[src/rtl/tpc_pkg.sv]
// shared types and constants for the touch calibration solver
package tpc_pkg;

    localparam int NLANE  = 6;
    localparam int GAIN_W = 32;
    localparam int OFFS_W = 48;

    localparam int LANE_XGX = 0;
    localparam int LANE_XGY = 1;
    localparam int LANE_XOF = 2;
    localparam int LANE_YGX = 3;
    localparam int LANE_YGY = 4;
    localparam int LANE_YOF = 5;

    typedef struct packed {
        logic             vld;
        logic             degen;
        logic [NLANE-1:0] neg;
    } t_ctl;

endpackage

[src/rtl/tpc_div_cell.sv]
// one restoring division step for all six lanes, registered
module tpc_div_cell import tpc_pkg::*; #(
    parameter int DW = 26,
    parameter int NB = 56
) (
    input  logic          i_clk,
    input  logic          i_rst_n,
    input  t_ctl          i_ctl,
    input  logic [DW-1:0] i_den,
    input  logic [DW-1:0] i_rem [NLANE],
    input  logic [NB-1:0] i_q   [NLANE],
    output t_ctl          o_ctl,
    output logic [DW-1:0] o_den,
    output logic [DW-1:0] o_rem [NLANE],
    output logic [NB-1:0] o_q   [NLANE]
);

    logic [DW:0]   w_sh  [NLANE];
    logic [DW:0]   w_t   [NLANE];
    logic [DW-1:0] n_rem [NLANE];
    logic [NB-1:0] n_q   [NLANE];

    always_comb begin
        for (int k = 0; k < NLANE; k++) begin
            w_sh[k] = {i_rem[k], i_q[k][NB-1]};
            w_t[k]  = w_sh[k] - {1'b0, i_den};
            if (!w_t[k][DW]) begin
                n_rem[k] = w_t[k][DW-1:0];
                n_q[k]   = {i_q[k][NB-2:0], 1'b1};
            end else begin
                n_rem[k] = w_sh[k][DW-1:0];
                n_q[k]   = {i_q[k][NB-2:0], 1'b0};
            end
        end
    end

    always_ff @(posedge i_clk) begin
        if (!i_rst_n) begin
            o_ctl.vld <= 1'b0;
        end else begin
            o_ctl.vld <= i_ctl.vld;
        end
        o_ctl.degen <= i_ctl.degen;
        o_ctl.neg   <= i_ctl.neg;
        o_den       <= i_den;
        o_rem       <= n_rem;
        o_q         <= n_q;
    end

endmodule

[config.mk]
export PLATFORM = sky130hd
export DESIGN_NAME = tpc_div_cell
export DESIGN_NICKNAME = d
export VERILOG_FILES = /design/src/rtl/tpc_pkg.sv /design/src/rtl/tpc_div_cell.sv
export SDC_FILE = /design/constraint.sdc
export NUM_CORES = 1
export LEC_CHECK = 0
export BUFFER_PORTS_ARGS = -buffer_cell sky130_fd_sc_hd__buf_2
export CAP_MARGIN = 20
export CORE_AREA = 2 2 411 413
export CTS_CLUSTER_SIZE = 24
export DETAILED_ROUTE_END_ITERATION = 10
export DIE_AREA = 0 0 413 415
export MAX_ROUTING_LAYER = met4
export PLACE_DENSITY = 0.33
export SYNTH_ARGS = -nofsm -noshare
export SYNTH_HDL_FRONTEND = slang
export SYNTH_SLANG_ARGS = --single-unit
[constraint.sdc]
create_clock -name i_clk -period 6.5 [get_ports i_clk]
set_input_delay 0.325 -clock i_clk [delete_from_list [all_inputs] [get_ports i_clk]]
set_output_delay 0.325 -clock i_clk [all_outputs]
set_load 0.05 [all_outputs]
# [After elaboration in Yosys (flattened, before gate mapping)]
# Index checks and enable logic that the tools add are counted.
[totals] ram_bits=0 memories=0 ff_bits=526 inputBits=528 latchBits=0 rom_bits=0
[op_classes] mul=0 n_mux=12 order_cmp=0 shift=0 div=0 n_eq_ne=0 n_reduce_logical=0 n_addsub=6 bitwise=0
[ops] op="$sub 27x26->27" n=6
[ops] op="$mux 26" n=6
[ops] op="$mux 1" n=6

# [Longest topological paths before layout]
[depth] word_depth=2 depth_mapped=13 ltp_nobuf=12

# [Least setup slack after synthesis]
# No wires, ideal clock.
[synth_path] path_kind="input-to-reg" from="in i_q[223] (netlist bit)" to="reg o_rem[100] (netlist bit)" setup_time_ns=0.121 cell_stages=13 slack_ns=3.287 arrival_time_ns=3.092 n_path_buf=1 path_cell_list="inv_1 -> ha_1 -> fa_1 -> nand2b_1 -> a21oi_1 -> o211ai_1 -> a21oi_1 -> a31oi_1 -> o311ai_1 -> a21oi_1 -> xnor2_2 -> buf_4 -> mux2_2"
[synth_lines] element="start: declaration" line="tpc_div_cell.sv:11" source="input logic [NB-1:0] i_q [NLANE],"
[synth_lines] element="end signal: assignment" line="tpc_div_cell.sv:46" source="o_rem <= n_rem;"
[synth_lines] element="end: declaration" line="tpc_div_cell.sv:14" source="output logic [DW-1:0] o_rem [NLANE],"

==> results.ini <==
[setup_path]
crit_path_frequent_cell = sky130_fd_sc_hd__dlygate4sd3_1
critical-path-max-stage-delay_ns = 0.64
cpMaxStageDelayCell = sky130_fd_sc_hd__a311oi_4
worstSetupEndpointType = flop
setup.worst_path.class = in2reg
crit_start = i_den[5]
critical_path.startpoint_type = primary input
crit_required_ns = 7.14
path_cells = dlygate4sd3_1 -> buf_2 -> inv_1 -> ha_1 -> a21o_1 -> a211o_1 -> o21ai_2 -> a211oi_2 -> a21bo_4 -> o211ai_4 -> nor3_2 -> a311oi_4 -> buf_4 -> a32o_1 -> dlygate4sd3_1
biggest_fanout_along_the_worst_timing_path = 19
worstPathArrival_ns = 5.18

[floorplanning]
fp.coreArea_um2 = 167000
top_level_ports = 1054
placementRows = 150
die_height_um = 415
die_width_um = 413
start_util_pct = 12.2
fp.dieArea_um2 = 171000

[layout]
final_nets = 4127
mostFrequentLayoutCells = 1053 x sky130_fd_sc_hd__buf_2, 526 x sky130_fd_sc_hd__dfxtp_1, 522 x sky130_fd_sc_hd__dlygate4sd3_1
post_route_utilization_pct = 21.7
syn2layout_area_growth_pct = 77.9
post_route_cells_drive_above_1_share_pct = 38.9
final_common_cell = sky130_fd_sc_hd__buf_2

[power_and_ir_drop]
switching_power_w = 0.00430
seq_power_share_pct = 31.9
worst_ir_drop_vdd_mv = 0.202
switching_share_pct = 37.1
p_int_w = 0.00730
clockPowerShare_pct = 37.3
combPwrFrac_pct = 30.8
power_density_of_the_placed_cells_nw_per_um2 = 321
leakagePower_nw = 16.7

[cts]
cts_root_buffer = sky130_fd_sc_hd__clkbuf_16
postCtsResizedCells = 0
h-tree-depth = 3
longest_clk_path_bufs = 3
numCtsBuffers = 74
tritoncts = yes
post-cts-setup-buffers = 0
cts.sinks = 526
clock_pin_slew_on_the_worst_setup_and_hold_paths_ns = 0.07

[timing]
max_slew_margin_pct = 29.9
achievable-frequency_ghz = 0.220
tightestPinTransition_ns = 1.05
period_share_pct = 69.8
totalNegativeSetupSlack_ns = 0
final_max_slew_viol_count = 0
grt_setup_unrepaired = false
finalHoldViolCount = 0
finalSetupViolations = 0
timing.final.crit_period_ns = 4.54

[hold_path]
worstHoldStart = i_rem[103]
worstHoldEndpoint = o_q[168]$_DFF_P_
worst_hold_path.num_cells = 2
hold_class = in2reg

[logic_synthesis]
netlist_instances = 1801
synth-edff-count = 0
ys_seq_area_share_pct = 51.8
synthFlopType = sky130_fd_sc_hd__dfxtp_1
yosys.cell_types.count = 83
nets_in_the_synthesized_netlist = 2491
syn_avg_cell_area_um2 = 11.3
synth_warnings = 0
synth.ff_latch_count = 526
async_flop_share_pct = 0
synthesis.area_um2 = 20300

[grt]
grt_max_degree = 28
grt_pass1_wl_mm = 190
grt.overflow.total = 0
grt_usage_pct = 17.1
number_of_antenna_violations_at_the_first_check_in_global_routing = 79
via_count_of_the_first_global_routing_pass = 20900

[status]
outcome = finished clean

[drt]
wl_per_cell_um = 26.0
postRouteWirelength_mm = 149
via_count = 20800
initialDrtViolationCount = 1111
first_pass_iters = 5
antenna_violating_nets_post_route = 0
drt_drc_violations_left = 0
route.detailed.vias_per_inst = 3.63

[placement]
place_hpwl_mm = 125
place.port_buffers = 1053
final_wtd_congestion = 0.847

[job]
timing.max_cap.violations = 0

Yosys cell counts (8+ instances only):
cell                         n  area, um2
sky130_fd_sc_hd__a21oi_1   129        646
sky130_fd_sc_hd__nor3_1     21        105
sky130_fd_sc_hd__nand3_1    24        120
sky130_fd_sc_hd__xnor2_1    88        771
sky130_fd_sc_hd__dfxtp_1   526      10500
sky130_fd_sc_hd__mux2i_1    17        170
sky130_fd_sc_hd__o21a_1     24        180
sky130_fd_sc_hd__and2_1     10       62.6
sky130_fd_sc_hd__inv_1      81        304
sky130_fd_sc_hd__and3_1     15       93.8
sky130_fd_sc_hd__a211oi_1   12       90.1
sky130_fd_sc_hd__mux2_4     14        210
sky130_fd_sc_hd__nand2b_1   17        106
sky130_fd_sc_hd__clkbuf_1   13       48.8
sky130_fd_sc_hd__nor2b_1    15       93.8
sky130_fd_sc_hd__o211ai_1   13       97.6
sky130_fd_sc_hd__nor2_1     68        255
sky130_fd_sc_hd__o21ai_0    64        320
sky130_fd_sc_hd__nand2_1    69        259
sky130_fd_sc_hd__nand4_1    13       81.3
sky130_fd_sc_hd__ha_1      156       1950
sky130_fd_sc_hd__a31oi_1    21        131
sky130_fd_sc_hd__o21bai_1   12       90.1
sky130_fd_sc_hd__mux2_2    125       1410
sky130_fd_sc_hd__or3_1       8       50.1
sky130_fd_sc_hd__xor2_1     41        359
sky130_fd_sc_hd__a21o_1     68        510
per-layer routing:
layer / up-vias / track usage, % / wire length [um]
met5: - / - / 0
met4: 0 / 5.08 / 4280
met3: 183 / 3.79 / 9210
met2: 855 / 31.2 / 77800
met1: 9977 / 18.3 / 57600
li1: 9766 / - / -
critical path: cells and delay by family:
kind | cells | cell delay [ns]
AOI/OAI and AO/OA | 8 | 2.22
and+or+nand+nor | 1 | 0.09
buffers and inverters | 5 | 2.13
adders and majority gates | 1 | 0.41
power by group through the flow:
stage / clock network (W) / registers, W / logic (W)
2_1_floorplan: 0 / 0.00495 / 0.000985
3_3_place_gp: 0 / 0.00378 / 0.00333
3_5_place_dp: 0 / 0.00377 / 0.00332
4_1_cts: 0.00452 / 0.00371 / 0.00364
5_1_grt: 0.00462 / 0.00373 / 0.00377
6_report: 0.00433 / 0.00371 / 0.00358
state kept, by name, summed over array words and instances (netlist names):
register and count:
o_q 336, o_rem 156, o_ctl 8, o_den 26
cell families (layout without fill, tap and decap cells):
family	after synthesis	count (layout)	synth area share [%]
fa+ha+maj	162	162	10.2
other cells	0	34	0
simple gates	285	285	6.91
mux	156	156	8.79
flops	526	526	51.8
buf+inv	109	1799	2.26
xor+xnor	133	133	5.93
compound gates	430	430	14.2
final cells by class:
cell class              count  area (um2)
clock inverters            33         457
fillers                 18300      130000
flip-flops and latches    526       10500
well taps                2204        2760
inverters                  81         304
clock buffers              97        2090
multi-input cells        1166        9360
repair buffers           1588       10600
diodes                     34        85.1
stage by stage:
step / instances / instance area (um2) / setup slack, ns / hold WS [ns] / total power [W]
2_1_floorplan: 1801 / 20300 / 3.29 / 0.353 / 0.00593
3_3_place_gp: 5042 / 28300 / 2.08 / 0.428 / 0.00712
3_5_place_dp: 5043 / 28300 / 2.05 / 0.429 / 0.00709
4_1_cts: 5695 / 36100 / 2.04 / 0.00547 / 0.0119
5_1_grt: 5721 / 36200 / 1.79 / 0.0697 / 0.0121
6_report: 5729 / 36200 / 1.96 / 0.0945 / 0.0116
what timing repair did:
item	4_1_cts	5_1_grt
endpoints found under the hold margin	520	0
endpoints found under the setup margin	0	0
hold buffers	522	0
how the worst max path moves through the flow:
stage / end / cells past startpoint / slack [ns]
5_1_grt: o_rem[155]$_DFF_P_ / 15 / 1.79
3_3_place_gp: o_rem[133]$_DFF_P_ / 13 / 2.08
2_1_floorplan: o_rem[100]$_DFF_P_ / 13 / 3.29
4_1_cts: o_rem[155]$_DFF_P_ / 14 / 2.04
3_5_place_dp: o_rem[138]$_DFF_P_ / 13 / 2.05
6_report: o_rem[155]$_DFF_P_ / 15 / 1.96
No activity file was read; power rests on OpenSTA's default activity.
